<file path="config.mk">
export PLATFORM = sky130hd
export DESIGN_NAME = can_signal_extract
export DESIGN_NICKNAME = d
export VERILOG_FILES = /design/src/cse_pkg.sv /design/src/can_signal_extract.sv /design/src/cse_ram.sv /design/src/cse_walk.sv /design/src/cse_mul.sv
export SDC_FILE = /design/constraint.sdc
export NUM_CORES = 2
export LEC_CHECK = 0
export BUFFER_PORTS_ARGS = -buffer_cell sky130_fd_sc_hd__buf_4
export CAP_MARGIN = 15
export CORE_AREA = 2 2 354 356
export CTS_BUF_LIST = sky130_fd_sc_hd__clkbuf_8 sky130_fd_sc_hd__clkbuf_16
export DETAILED_ROUTE_END_ITERATION = 10
export DIE_AREA = 0 0 356 358
export PLACE_DENSITY = 0.64
export SYNTH_ARGS = -nofsm -noshare
export SYNTH_HDL_FRONTEND = slang
export SYNTH_SLANG_ARGS = --single-unit
export TNS_END_PERCENT = 10
</file>
<file path="constraint.sdc">
create_clock -name clk -period 18.4 [get_ports clk]
set_clock_uncertainty 0.2 [all_clocks]
set_input_delay 2.76 -clock clk [delete_from_list [all_inputs] [get_ports clk]]
set_output_delay 2.76 -clock clk [all_outputs]
set_load 0.1 [all_outputs]
</file>
<file path="src/cse_pkg.sv">
package cse_pkg;

  // frame store
  localparam int MAX_BYTES = 64;
  localparam int ADDR_W    = $clog2(MAX_BYTES);
  localparam int CNT_W     = $clog2(MAX_BYTES + 1);
  localparam int BYTE_W    = 8;

  // register widths
  localparam int POS_W    = 9;
  localparam int BIDX_W   = POS_W - 3;
  localparam int LEN_W    = 7;
  localparam int FAC_W    = 32;
  localparam int OFF_W    = 48;
  localparam int CFG_W    = 48;
  localparam int REG_IDX_W = 3;

  // datapath widths
  localparam int RAW_W   = 64;
  localparam int SIZE_W  = 4;
  localparam int STEPS   = RAW_W / BYTE_W;
  localparam int STEP_W  = $clog2(STEPS);
  localparam int HI_W    = 42;

  // register indexes
  localparam logic [REG_IDX_W-1:0] REG_MSB_BIT       = 3'd0;
  localparam logic [REG_IDX_W-1:0] REG_LSB_BIT       = 3'd1;
  localparam logic [REG_IDX_W-1:0] REG_SIGNAL_BITS   = 3'd2;
  localparam logic [REG_IDX_W-1:0] REG_LITTLE_ENDIAN = 3'd3;
  localparam logic [REG_IDX_W-1:0] REG_SIGNED_MODE   = 3'd4;
  localparam logic [REG_IDX_W-1:0] REG_SCALE_FACTOR  = 3'd5;
  localparam logic [REG_IDX_W-1:0] REG_SCALE_OFFSET  = 3'd6;

  typedef struct packed {
    logic [POS_W-1:0]        msb_bit;
    logic [POS_W-1:0]        lsb_bit;
    logic [LEN_W-1:0]        signal_bits;
    logic                    little_endian;
    logic                    signed_mode;
    logic signed [FAC_W-1:0] scale_factor;
    logic signed [OFF_W-1:0] scale_offset;
  } cse_cfg_t;

  // low n bits set, n from 0 to 8
  function automatic logic [BYTE_W-1:0] lo_mask(input logic [SIZE_W-1:0] n);
    logic [BYTE_W:0] m;
    m = (9'd1 << n) - 9'd1;
    return m[BYTE_W-1:0];
  endfunction

endpackage

</file>
<file path="src/can_signal_extract.sv">
// CAN signal decoder. Payload bytes are taken one a cycle while busy is low;
// a byte with in_last_byte set ends the frame and starts extraction, and busy
// stays high until the result has been shown. Extraction walks the payload
// RAM a byte at a time through a fetch and a slice state (registered read),
// shifts the word into place a byte per cycle, then a byte-serial multiplier
// takes eight steps plus one correction step. A 64-bit signal may be spread
// over nine bytes. The next byte can be taken once busy has fallen. The
// result is marked by out_valid for exactly one cycle; the receiver cannot
// stall and must take it then. Bytes past the 64th are dropped.
// The user must write configuration only while the block is idle; the block
// itself does not enforce it.
module can_signal_extract import cse_pkg::*; (
  input  logic                    clk,
  input  logic                    rst_n,
  input  logic                    start,
  output logic                    busy,
  input  logic [BYTE_W-1:0]       in_payload_byte,
  input  logic                    in_last_byte,
  output logic                    out_valid,
  output logic [RAW_W-1:0]        out_raw_bits,
  output logic signed [RAW_W-1:0] out_scaled_value,
  output logic                    out_saturated,
  input  logic                    cfg_we,
  input  logic [REG_IDX_W-1:0]    cfg_index,
  input  logic [CFG_W-1:0]        cfg_data
);

  typedef enum logic [1:0] {T_IDLE, T_WALK, T_MUL} state_t;

  state_t           state_r;
  logic             busy_r;
  logic [CNT_W-1:0] cnt_r;
  logic             walk_go_r;
  logic             mul_go_r;
  cse_cfg_t         cfg_r;

  logic               accept;
  logic               room;
  logic [BYTE_W-1:0]  rdata;
  logic [ADDR_W-1:0]  raddr;
  logic               walk_done;
  logic [RAW_W-1:0]   walk_raw;
  logic               mul_done;
  logic [RAW_W-1:0]   mul_scaled;
  logic               mul_sat;

  assign accept = start && !busy_r;
  assign room   = 8'(cnt_r) < 8'(MAX_BYTES);

  // configuration registers
  always_ff @(posedge clk) begin
    if (!rst_n) begin
      cfg_r.msb_bit       <= POS_W'(7);
      cfg_r.lsb_bit       <= '0;
      cfg_r.signal_bits   <= LEN_W'(8);
      cfg_r.little_endian <= 1'b0;
      cfg_r.signed_mode   <= 1'b0;
      cfg_r.scale_factor  <= FAC_W'(65536);
      cfg_r.scale_offset  <= '0;
    end else if (cfg_we) begin
      unique case (cfg_index)
        REG_MSB_BIT:       cfg_r.msb_bit       <= cfg_data[POS_W-1:0];
        REG_LSB_BIT:       cfg_r.lsb_bit       <= cfg_data[POS_W-1:0];
        REG_SIGNAL_BITS:   cfg_r.signal_bits   <= cfg_data[LEN_W-1:0];
        REG_LITTLE_ENDIAN: cfg_r.little_endian <= cfg_data[0];
        REG_SIGNED_MODE:   cfg_r.signed_mode   <= cfg_data[0];
        REG_SCALE_FACTOR:  cfg_r.scale_factor  <= cfg_data[FAC_W-1:0];
        REG_SCALE_OFFSET:  cfg_r.scale_offset  <= cfg_data[OFF_W-1:0];
        default: ;
      endcase
    end
  end

  // frame sequencer: load, walk, scale
  always_ff @(posedge clk) begin
    if (!rst_n) begin
      state_r   <= T_IDLE;
      busy_r    <= 1'b0;
      cnt_r     <= '0;
      walk_go_r <= 1'b0;
      mul_go_r  <= 1'b0;
    end else begin
      walk_go_r <= 1'b0;
      mul_go_r  <= 1'b0;
      unique case (state_r)
        T_IDLE: begin
          if (accept) begin
            if (room) begin
              cnt_r <= cnt_r + CNT_W'(1);
            end
            if (in_last_byte) begin
              walk_go_r <= 1'b1;
              busy_r    <= 1'b1;
              state_r   <= T_WALK;
            end
          end
        end
        T_WALK: begin
          if (walk_done) begin
            mul_go_r <= 1'b1;
            state_r  <= T_MUL;
          end
        end
        T_MUL: begin
          if (mul_done) begin
            busy_r  <= 1'b0;
            cnt_r   <= '0;
            state_r <= T_IDLE;
          end
        end
        default: state_r <= T_IDLE;
      endcase
    end
  end

  // payload store
  cse_ram #(
    .WIDTH(BYTE_W),
    .DEPTH(MAX_BYTES)
  ) u_ram (
    .clk  (clk),
    .we   (accept && room),
    .waddr(cnt_r[ADDR_W-1:0]),
    .wdata(in_payload_byte),
    .raddr(raddr),
    .rdata(rdata)
  );

  // bit extraction
  cse_walk u_walk (
    .clk         (clk),
    .rst_n       (rst_n),
    .go          (walk_go_r),
    .cfg         (cfg_r),
    .bytes_loaded(cnt_r),
    .rdata       (rdata),
    .raddr       (raddr),
    .done        (walk_done),
    .raw         (walk_raw)
  );

  // scaling
  cse_mul u_mul (
    .clk   (clk),
    .rst_n (rst_n),
    .go    (mul_go_r),
    .cfg   (cfg_r),
    .raw   (walk_raw),
    .done  (mul_done),
    .scaled(mul_scaled),
    .sat   (mul_sat)
  );

  assign busy             = busy_r;
  assign out_valid        = mul_done;
  assign out_raw_bits     = walk_raw;
  assign out_scaled_value = mul_scaled;
  assign out_saturated    = mul_sat;

endmodule

</file>
<file path="src/cse_ram.sv">
module cse_ram #(
  parameter int WIDTH = 8,
  parameter int DEPTH = 64
) (
  input  logic                     clk,
  input  logic                     we,
  input  logic [$clog2(DEPTH)-1:0] waddr,
  input  logic [WIDTH-1:0]         wdata,
  input  logic [$clog2(DEPTH)-1:0] raddr,
  output logic [WIDTH-1:0]         rdata
);

  logic [WIDTH-1:0] mem [DEPTH];

  // one write port, registered read port
  always_ff @(posedge clk) begin
    if (we) begin
      mem[waddr] <= wdata;
    end
    rdata <= mem[raddr];
  end

endmodule

</file>
<file path="src/cse_walk.sv">
module cse_walk import cse_pkg::*; (
  input  logic              clk,
  input  logic              rst_n,
  input  logic              go,
  input  cse_cfg_t          cfg,
  input  logic [CNT_W-1:0]  bytes_loaded,
  input  logic [BYTE_W-1:0] rdata,
  output logic [ADDR_W-1:0] raddr,
  output logic              done,
  output logic [RAW_W-1:0]  raw
);

  typedef enum logic [1:0] {W_IDLE, W_FETCH, W_SLICE, W_TAIL} state_t;

  state_t              state_r;
  logic [BIDX_W-1:0]   idx_r;
  logic [LEN_W-1:0]    bits_r;
  logic [RAW_W-1:0]    acc_r;
  logic                first_r;
  logic                done_r;

  logic [BIDX_W-1:0]   msb_byte;
  logic [LEN_W-1:0]    len_clip;
  logic                start_ok;
  logic [2:0]          lo_sel;
  logic [2:0]          hi_sel;
  logic [SIZE_W-1:0]   size_raw;
  logic [SIZE_W-1:0]   size;
  logic [BYTE_W-1:0]   d0;
  logic [BYTE_W-1:0]   d1;
  logic                sbit;
  logic [RAW_W-1:0]    ext;
  logic [RAW_W-1:0]    appended;
  logic [LEN_W-1:0]    bits_after;
  logic [BIDX_W-1:0]   idx_next;
  logic                more;
  logic [SIZE_W-1:0]   tail_n;

  assign msb_byte = cfg.msb_bit[POS_W-1:3];
  assign len_clip = (cfg.signal_bits > LEN_W'(RAW_W)) ? LEN_W'(RAW_W) : cfg.signal_bits;
  assign start_ok = (8'(msb_byte) < 8'(bytes_loaded)) && (len_clip != '0);

  // bit slice of the current byte
  always_comb begin
    lo_sel   = (cfg.lsb_bit[POS_W-1:3] == idx_r) ? cfg.lsb_bit[2:0] : 3'd0;
    hi_sel   = (msb_byte == idx_r) ? cfg.msb_bit[2:0] : 3'd7;
    size_raw = SIZE_W'({1'b0, hi_sel}) - SIZE_W'({1'b0, lo_sel}) + SIZE_W'(1);
    d0       = (rdata >> lo_sel) & lo_mask(size_raw);
    if (hi_sel < lo_sel) begin
      d1   = '0;
      size = '0;
    end else if (LEN_W'(size_raw) > bits_r) begin
      d1   = d0 >> (size_raw - bits_r[SIZE_W-1:0]);
      size = bits_r[SIZE_W-1:0];
    end else begin
      d1   = d0;
      size = size_raw;
    end
  end

  // first slice carries the sign in signed mode
  always_comb begin
    sbit = (size != '0) && ((d1 & (8'd1 << (size - SIZE_W'(1)))) != '0);
    ext  = {{(RAW_W-BYTE_W){1'b0}}, d1};
    if (cfg.signed_mode && first_r && sbit) begin
      ext = ext | ~{{(RAW_W-BYTE_W){1'b0}}, lo_mask(size)};
    end
    appended   = (acc_r << size) | ext;
    bits_after = bits_r - LEN_W'(size);
  end

  // next byte index and range check
  always_comb begin
    if (cfg.little_endian) begin
      idx_next = idx_r - BIDX_W'(1);
      more     = (idx_r != '0);
    end else begin
      idx_next = idx_r + BIDX_W'(1);
      more     = (8'(idx_r) + 8'd1) < 8'(bytes_loaded);
    end
  end

  assign tail_n = (bits_r >= LEN_W'(BYTE_W)) ? SIZE_W'(BYTE_W) : bits_r[SIZE_W-1:0];

  // walk sequencer
  always_ff @(posedge clk) begin
    if (!rst_n) begin
      state_r <= W_IDLE;
      done_r  <= 1'b0;
      first_r <= 1'b0;
    end else begin
      done_r <= 1'b0;
      unique case (state_r)
        W_IDLE: begin
          if (go) begin
            idx_r   <= msb_byte;
            bits_r  <= len_clip;
            acc_r   <= '0;
            first_r <= 1'b1;
            state_r <= start_ok ? W_FETCH : W_TAIL;
          end
        end
        W_FETCH: begin
          state_r <= W_SLICE;
        end
        W_SLICE: begin
          acc_r  <= appended;
          bits_r <= bits_after;
          idx_r  <= idx_next;
          if (size != '0) begin
            first_r <= 1'b0;
          end
          state_r <= (more && bits_after != '0) ? W_FETCH : W_TAIL;
        end
        W_TAIL: begin
          if (bits_r == '0) begin
            done_r  <= 1'b1;
            state_r <= W_IDLE;
          end else begin
            acc_r  <= acc_r << tail_n;
            bits_r <= bits_r - LEN_W'(tail_n);
          end
        end
        default: state_r <= W_IDLE;
      endcase
    end
  end

  assign raddr = idx_r[ADDR_W-1:0];
  assign done  = done_r;
  assign raw   = acc_r;

endmodule

</file>
<file path="src/cse_mul.sv">
module cse_mul import cse_pkg::*; (
  input  logic             clk,
  input  logic             rst_n,
  input  logic             go,
  input  cse_cfg_t         cfg,
  input  logic [RAW_W-1:0] raw,
  output logic             done,
  output logic [RAW_W-1:0] scaled,
  output logic             sat
);

  typedef enum logic [1:0] {M_IDLE, M_STEP, M_FIX} state_t;

  state_t                   state_r;
  logic [STEP_W-1:0]        cnt_r;
  logic [RAW_W-1:0]         rsh_r;
  logic                     rneg_r;
  logic signed [HI_W-1:0]   acc_r;
  logic signed [OFF_W-1:0]  off_r;
  logic [RAW_W-1:0]         lo_r;
  logic                     done_r;
  logic [RAW_W-1:0]         scaled_r;
  logic                     sat_r;

  logic signed [FAC_W+BYTE_W:0] prod;
  logic signed [HI_W-1:0]       sum;
  logic signed [HI_W-1:0]       hi;
  logic                         fits;

  // one byte of raw times the factor, offset folded in a byte at a time
  always_comb begin
    prod = $signed({1'b0, rsh_r[BYTE_W-1:0]}) * cfg.scale_factor;
    sum  = acc_r + HI_W'(prod) + $signed({{(HI_W-BYTE_W){1'b0}}, off_r[BYTE_W-1:0]});
  end

  // upper word: signed correction and the offset's sign bits
  always_comb begin
    hi = acc_r - (rneg_r ? HI_W'(cfg.scale_factor) : HI_W'(0)) + HI_W'(off_r);
    fits = ((hi == '0) && !lo_r[RAW_W-1]) || ((hi == '1) && lo_r[RAW_W-1]);
  end

  // multiply sequencer
  always_ff @(posedge clk) begin
    if (!rst_n) begin
      state_r <= M_IDLE;
      done_r  <= 1'b0;
    end else begin
      done_r <= 1'b0;
      unique case (state_r)
        M_IDLE: begin
          if (go) begin
            rsh_r   <= raw;
            rneg_r  <= cfg.signed_mode & raw[RAW_W-1];
            acc_r   <= '0;
            off_r   <= cfg.scale_offset;
            cnt_r   <= '0;
            state_r <= M_STEP;
          end
        end
        M_STEP: begin
          lo_r  <= {sum[BYTE_W-1:0], lo_r[RAW_W-1:BYTE_W]};
          acc_r <= sum >>> BYTE_W;
          off_r <= off_r >>> BYTE_W;
          rsh_r <= rsh_r >> BYTE_W;
          cnt_r <= cnt_r + STEP_W'(1);
          if (cnt_r == STEP_W'(STEPS - 1)) begin
            state_r <= M_FIX;
          end
        end
        M_FIX: begin
          sat_r <= !fits;
          if (fits) begin
            scaled_r <= lo_r;
          end else if (hi[HI_W-1]) begin
            scaled_r <= {1'b1, {(RAW_W-1){1'b0}}};
          end else begin
            scaled_r <= {1'b0, {(RAW_W-1){1'b1}}};
          end
          done_r  <= 1'b1;
          state_r <= M_IDLE;
        end
        default: state_r <= M_IDLE;
      endcase
    end
  end

  assign done   = done_r;
  assign scaled = scaled_r;
  assign sat    = sat_r;

endmodule
</file>
# Word level (Yosys, flattened, before mapping)
# Memory sizes are Yosys's and may differ from the RTL's. A register that Yosys moved wholly into a read port is not among the register bits.
# Index checks and enable logic that the tools add are counted.
classes:
  n_addsub: 17
  multipliers: 1
  magnitude_cmp: 7
  eq_ne: 28
  n_shift: 7
  n_mux: 60
  bitwise: 7
  reduce_logical: 51
op_table:
  columns: ["cell", "n"]
  rows:
  - ["2-to-1 mux 64 bit", 6]
  - ["one-hot mux 64 bit (3 select lines)", 1]
  - ["one-hot mux 64 bit (2 select lines)", 1]
  - ["left shift 64 x 4 -> 64 bit", 2]
  - ["one-hot mux 48 bit (2 select lines)", 1]
  - ["2-to-1 mux 42 bit", 2]
  - ["one-hot mux 42 bit (2 select lines)", 1]
  - ["inverter 8 -> 64 bit", 1]
  - ["bitwise OR 64 bit", 1]
  - ["bitwise OR 8 x 64 -> 64 bit", 1]
  - ["2-to-1 mux 48 bit", 1]
  - ["adder 42 x 41 -> 42 bit", 1]
  - ["adder 42 bit", 1]
  - ["adder 42 x 9 -> 42 bit", 1]
  - ["equality test 42 bit, second input constant", 1]
  - ["logical NOT 42 bit", 1]
  - ["2-to-1 mux 7 bit", 6]
  - ["subtractor 42 bit", 1]
  - ["multiplier 9 x 32 -> 41 bit", 1]
  - ["AND reduction 2 bit", 13]
  - ["left shift 1 x 4 -> 8 bit, first input constant", 3]
  - ["one-hot mux 7 bit (3 select lines)", 1]
  - ["2-to-1 mux 2 bit", 10]
  - ["AND reduction 4 bit", 5]
  - ["other kinds (56)", 115]
word_totals:
  register_bits: 490
  ramBits: 512
  in_bits: 64
  out_inout_bits: 131
  memories: 1
mem_list:
  columns: ["memory", "depth", "width", "rd", "rd_ports_with_merged_regs", "wr", "line_no", "rtl"]
  rows:
  - ["u_ram.mem", 64, 8, 1, 1, 1, "cse_ram.sv:13", "logic [WIDTH-1:0] mem [DEPTH];"]

# Longest topological paths before layout
depth:
  ltp_word: 17
  depth_mapped: 34
  ltp_nobuf: 26

# Cells and area by module
# A second synthesis with hierarchy kept.
hier_totals:
  hier_cells: 5509
  hier_area_um2: 61749.2
by_module_without_submodules:
  columns: ["module", "instances", "cells_each", "area_each_um2", "seq_area_each_um2"]
  rows:
  - ["cse_mul", 1, 2601, 25443.2, 8438.1]
  - ["cse_ram", 1, 940, 20161.8, 15534.9]
  - ["cse_walk", 1, 1431, 11745.0, 2392.3]
  - ["can_signal_extract", 1, 537, 4399.2, 2382.3]

# Worst setup path after synthesis
# Ideal clock, no wire load.
synth_path:
  path_type: "in2reg"
  startpoint: "in rst_n"
  endpoint: "reg u_mul.acc_r[0] (enable)"
  setup_ns: 0.868
  arrival_ns: 13.746
  t_required_ns: 17.332
  setup_slack_ns: 3.586
  stages: 2
  path_buffers: 1
  cell_sequence: "clkbuf_1 nor3b_1"
synth_between:
  elab_chain_cells: 1
synth_rtl:
  columns: ["element", "line_no", "rtl"]
  rows:
  - ["start, declared", "can_signal_extract.sv:14", "input logic rst_n,"]
  - ["AND reduction 3 bit (no source line)", null, null]
  - ["end signal, assigned", "cse_mul.sv:62", "acc_r <= sum >>> BYTE_W;"]
  - ["end, declared", "cse_mul.sv:18", "logic signed [HI_W-1:0] acc_r;"]
# Every way passes these cells.
# A chain may end at the register's enable or synchronous reset.

# Worst setup path after layout
layout_path:
  startpoint: "reg u_walk.idx_r[3], in the netlist u_walk.raddr[3]"
  endpoint: "reg u_walk.acc_r[53], in the netlist u_walk.raw[53] (data pin)"
layout_between:
  elab_chain_cells: 17
layout_rtl:
  columns: ["element", "line_no", "rtl"]
  rows:
  - ["start, declared", "cse_walk.sv:16", "logic [BIDX_W-1:0] idx_r;"]
  - ["start signal, assigned", "cse_walk.sv:96", "idx_r <= msb_byte;"]
  - ["start signal, assigned", "cse_walk.sv:109", "idx_r <= idx_next;"]
  - ["equality test 6 bit (on tied branches)", "cse_walk.sv:46, cse_walk.sv:45", null]
  - ["2-to-1 mux 3 bit (on tied branches)", "cse_walk.sv:46, cse_walk.sv:45", null]
  - ["subtractor 3 x 3 -> 4 bit", "cse_walk.sv:47", "size_raw = SIZE_W'({1'b0, hi_sel}) - SIZE_W'({1'b0, lo_sel}) + SIZE_W'(1);"]
  - ["adder 4 x 1 -> 4 bit", "cse_walk.sv:47", null]
  - ["left shift 1 x 4 -> 8 bit", "cse_pkg.sv:47", "m = (9'd1 << n) - 9'd1;"]
  - ["subtractor 8 x 1 -> 8 bit", "cse_pkg.sv:47", null]
  - ["bitwise AND 8 bit", "cse_walk.sv:48", "d0 = (rdata >> lo_sel) & lo_mask(size_raw);"]
  - [">> shifter 8 x 4 -> 8 bit", "cse_walk.sv:53", "d1 = d0 >> (size_raw - bits_r[SIZE_W-1:0]);"]
  - ["2-to-1 mux 8 bit", "cse_walk.sv:52", "end else if (LEN_W'(size_raw) > bits_r) begin"]
  - ["2-to-1 mux 8 bit", "cse_walk.sv:49", "if (hi_sel < lo_sel) begin"]
  - ["bitwise AND 8 bit", "cse_walk.sv:63", "sbit = (size != '0) && ((d1 & (8'd1 << (size - SIZE_W'(1)))) != '0);"]
  - ["nonzero test 8 bit", "cse_walk.sv:63", null]
  - ["logical AND 1 bit", "cse_walk.sv:63", null]
  - ["logical AND 1 bit", "cse_walk.sv:65", "if (cfg.signed_mode && first_r && sbit) begin"]
  - ["2-to-1 mux 64 bit", "cse_walk.sv:65", null]
  - ["bitwise OR 64 bit (*)", "cse_walk.sv:68", "appended = (acc_r << size) | ext;"]
  - ["one-hot mux 64 bit (3 select lines) (*)", "cse_walk.sv:93", "unique case (state_r)"]
  - ["end signal, assigned", "cse_walk.sv:107", "acc_r <= appended;"]
  - ["end signal, assigned", "cse_walk.sv:120", "acc_r <= acc_r << tail_n;"]
  - ["end, declared", "cse_walk.sv:18", "logic [RAW_W-1:0] acc_r;"]
# Mark *: on every way between the ends. The rest lies on a longest branch, timed or not.

==> qor.csv <==
metric;value;unit
min-delay src;u_mul.lo_r[57]$_DFFE_PP_;
final WL;158000;um
CP Class;flop to flop;
Final Hold Slack;0.246;ns
most frequent cells in the layout;898 x nand2_1, 868 x edfxtp_1, 508 x inv_1;
Initial DRT Pass Iterations;6;
antenna viol nets, final;0;
post-route minimum period;9.76;ns
Post-Syn Area;61300;um2
Hold Fails Final Rpt;0;
clk_lat worst skew;0.76;ns
area leader, netlist;edfxtp_1;
initial core utilization;0.497;
clk slew on worst S/H paths;0.06;ns
status;finished, final reports clean;
Ys Warns;0;
Slew headroom;0.213;
Worst Hold Class;flop to flop;
Setup crit end kind;flop;
Async SR Flop Fraction;0;
cts repair resizes;0;
commonest non-fill, non-tap cell in the layout;nand2_1;
power per cell area;77.2;nW/um2
synthesis-to-layout area growth;10.2;%
total number of vias;41307;
share of layout cells above drive strength 1;0.114;
I/O Buffers;194;
#FFs+latches synth;1002;
All-Layer GR Usage;0.250;
I/O Pins;195;
cell mode on critical path;inv_1;
r2r endpoint;u_walk.raw[53]$_DFFE_PP_;
Die Y;358;um
CP max FO;53;
first-pass GRT wire length;246000;um
worst vdd ir;0.104;mV
Setup TNS;0;ns
Worst R2R Start;u_walk.raddr[3]$_DFFE_PP_;
DR WL/cell;22.0;um
Peak Freq;102;MHz
period utilization;0.531;
Post-Syn Area per Cell;11.3;um2
Finished Layout Cells;7184;
R2R setup slack;8.64;ns
Nets;6013;
reg2reg path depth;25;
CTS H-tree lvls;3;
Flop pwr share;0.485;
DR top layer;met5;
DP Area;64000;um2
setup violators final;0;
Net Sw Frac;0.254;
Cells after Synth;5420;
fin. max-slew vios;0;
met1 wire length;70100;um
prevailing post-synth register cell;edfxtp_1;
met3 wire length;11900;um
hold depth;0;
Final Cell Area;67500;um2
Power Total;5210;uW
EDFF count, synth;868;
Hold-fix buffers, CTS;0;
CP required;18.65;ns
Combinational Power Share;0.102;
Sw Pwr;1320;uW
CTS sink count;1002;
RSZ-0062 raised after global routing;false;
crit path max-delay cell type;edfxtp_1;
Power Internal;3890;uW
Tightest Pin Transition;1.18;ns
largest net degree at the start of global routing;150;
Clk pwr share;0.413;
Inst Count DP;6988;
syn_nets;5974;
Seq/Total Area, Yosys;0.469;
DRT iter0 DRCs;3858;
vias in the first global route;41512;
Final HPWL DP;109000;um
number of max-cap violations;0;
top-area cell type share of the netlist area;0.425;
Synth area leaders;edfxtp_1 43%, fa_1 9.5%, mux4_2 5.8%;
CP arrival;10.02;ns
post-synth cell types;103;
number of CTS-inserted buffers;106;
Die Wd;356;um
P_leak;0.0263;uW
die area;127000;um2
CP Launch Type;flop;
clk buf depth;3;
setup bufs post-CTS;0;
hold endpoint;u_mul.lo_r[49]$_DFFE_PP_;
Root Buffer Master;clkbuf_16;
WL met2;72700;um
vias per inst;5.75;
Core Box Area;123000;um2
Crit path largest cell delay;0.87;ns
GPL Wtd Cong;0.899;
CP Buf/Inv Count;7;
row count;129;
total gr overflow;0;
CP delay by family, top;buffers and inverters;
drc violations;0;
CTS tree;yes;
antenna violations before repair;2;
-- cell type report --
class | instances | area, um2
Inverter | 492 | 1850
Tap cell | 1637 | 2050
Multi-Input combinational cell | 3616 | 29500
Antenna cell | 1 | 2.50
Timing Repair Buffer | 241 | 1830
Fill cell | 10691 | 55800
Sequential cell | 1002 | 28800
Clock inverter | 86 | 831
Clock buffer | 109 | 2690
-- sequential cells by signal, indices dropped and copies added (netlist names) --
register        flops
u_ram.mem         512
cfg_r             107
u_mul.lo_r         64
u_mul.rsh_r        64
u_mul.scaled       64
u_walk.raw         64
u_mul.off_r        48
u_mul.acc_r        34
u_ram.rdata         8
cnt_r               7
u_walk.bits_r       7
u_walk.raddr        6
u_mul.cnt_r         3
state_r             2
u_mul.state_r       2
u_walk.state_r      2
busy                1
mul_go_r            1
u_mul.done          1
u_mul.rneg_r        1
u_mul.sat           1
u_walk.done         1
u_walk.first_r      1
walk_go_r           1
-- worst register-to-register path: stages (launching register included) --
cell and delay [ns]:
edfxtp_1 0.87, xnor2_1 0.21, nand4_1 0.63, nor3_2 0.67, inv_1 0.10, ha_1 0.31, inv_1 0.06, ha_1 0.13
inv_1 0.05, fa_1 0.42, xnor2_1 0.59, inv_1 0.31, ha_1 0.40, o21ai_0 0.09, a21oi_1 0.09, o21ai_2 0.69
nor2_1 0.17, a211oi_4 0.24, buf_4 0.62, inv_1 0.68, nand2_1 0.31, o311ai_2 0.16, o31ai_2 0.69, nor2b_2 0.27
buf_4 0.38, a21oi_1 0.13
-- power by group through the flow --
| stage | sequential (uW) | clock, uW | combinational (uW) |
|---|---|---|---|
| 4_1_cts | 2530 | 2190 | 532 |
| 5_1_grt | 2530 | 2270 | 586 |
| 6_report | 2530 | 2150 | 532 |
| 3_5_place_dp | 2570 | 0 | 530 |
| 3_3_place_gp | 2570 | 0 | 526 |
| 2_1_floorplan | 2590 | 0 | 344 |
-- cells in the mapped netlist, types with 17 or more instances --
library cell	count
o311ai_0	43
buf_2	33
a211oi_1	26
buf_1	44
a21boi_0	100
xor2_1	31
and2_1	210
nor2_1	320
dfxtp_1	134
and3_1	17
ha_1	200
nor3_1	52
mux4_2	159
nand4_1	29
mux2i_1	323
o21a_1	83
nor2b_1	33
edfxtp_1	868
nand2b_1	34
clkbuf_1	224
o21ai_0	155
fa_1	290
a21oi_1	160
nand2_1	901
a21o_1	48
inv_1	489
nand3_1	64
xnor2_1	73
o211ai_1	22
-- cells by family after synthesis --
logic type	after synthesis	share of synthesized area
simple gates	1739	0.128
mux	490	0.113
fa+ha+maj	490	0.136
xor+xnor	106	0.0154
buf+inv	802	0.0508
other cells	1	0.0000612
flops	1002	0.469
compound gates	790	0.0884
-- per-layer routing --
layer	vias up	GRT usage
met4	2	0.0717
li1	19075	-
met2	1409	0.392
met1	20586	0.358
met5	-	0
met3	235	0.0463
-- per-stage QoR --
step | util | setup slack, ns
after floorplan | - | 3.59
after global placement | 0.519 | 8.86
after detailed placement | 0.519 | 8.75
after CTS | 0.548 | 8.71
after global routing | 0.548 | 7.90
final | 0.548 | 8.64
-- worst max path at each step --
stage	startpoint	end	cells after the start
floorplan	rst_n	u_mul.acc_r[0]$_SDFFCE_PN0P_	2
global placement	u_walk.raddr[3]$_DFFE_PP_	u_walk.raw[15]$_DFFE_PP_	25
finish	u_walk.raddr[3]$_DFFE_PP_	u_walk.raw[53]$_DFFE_PP_	25
detailed placement	u_walk.raddr[3]$_DFFE_PP_	u_walk.raw[22]$_DFFE_PP_	25
CTS	u_walk.raddr[3]$_DFFE_PP_	u_walk.raw[55]$_DFFE_PP_	25
global route	u_walk.raddr[3]$_DFFE_PP_	u_walk.raw[49]$_DFFE_PP_	25
(Power assumes the default switching activity.)
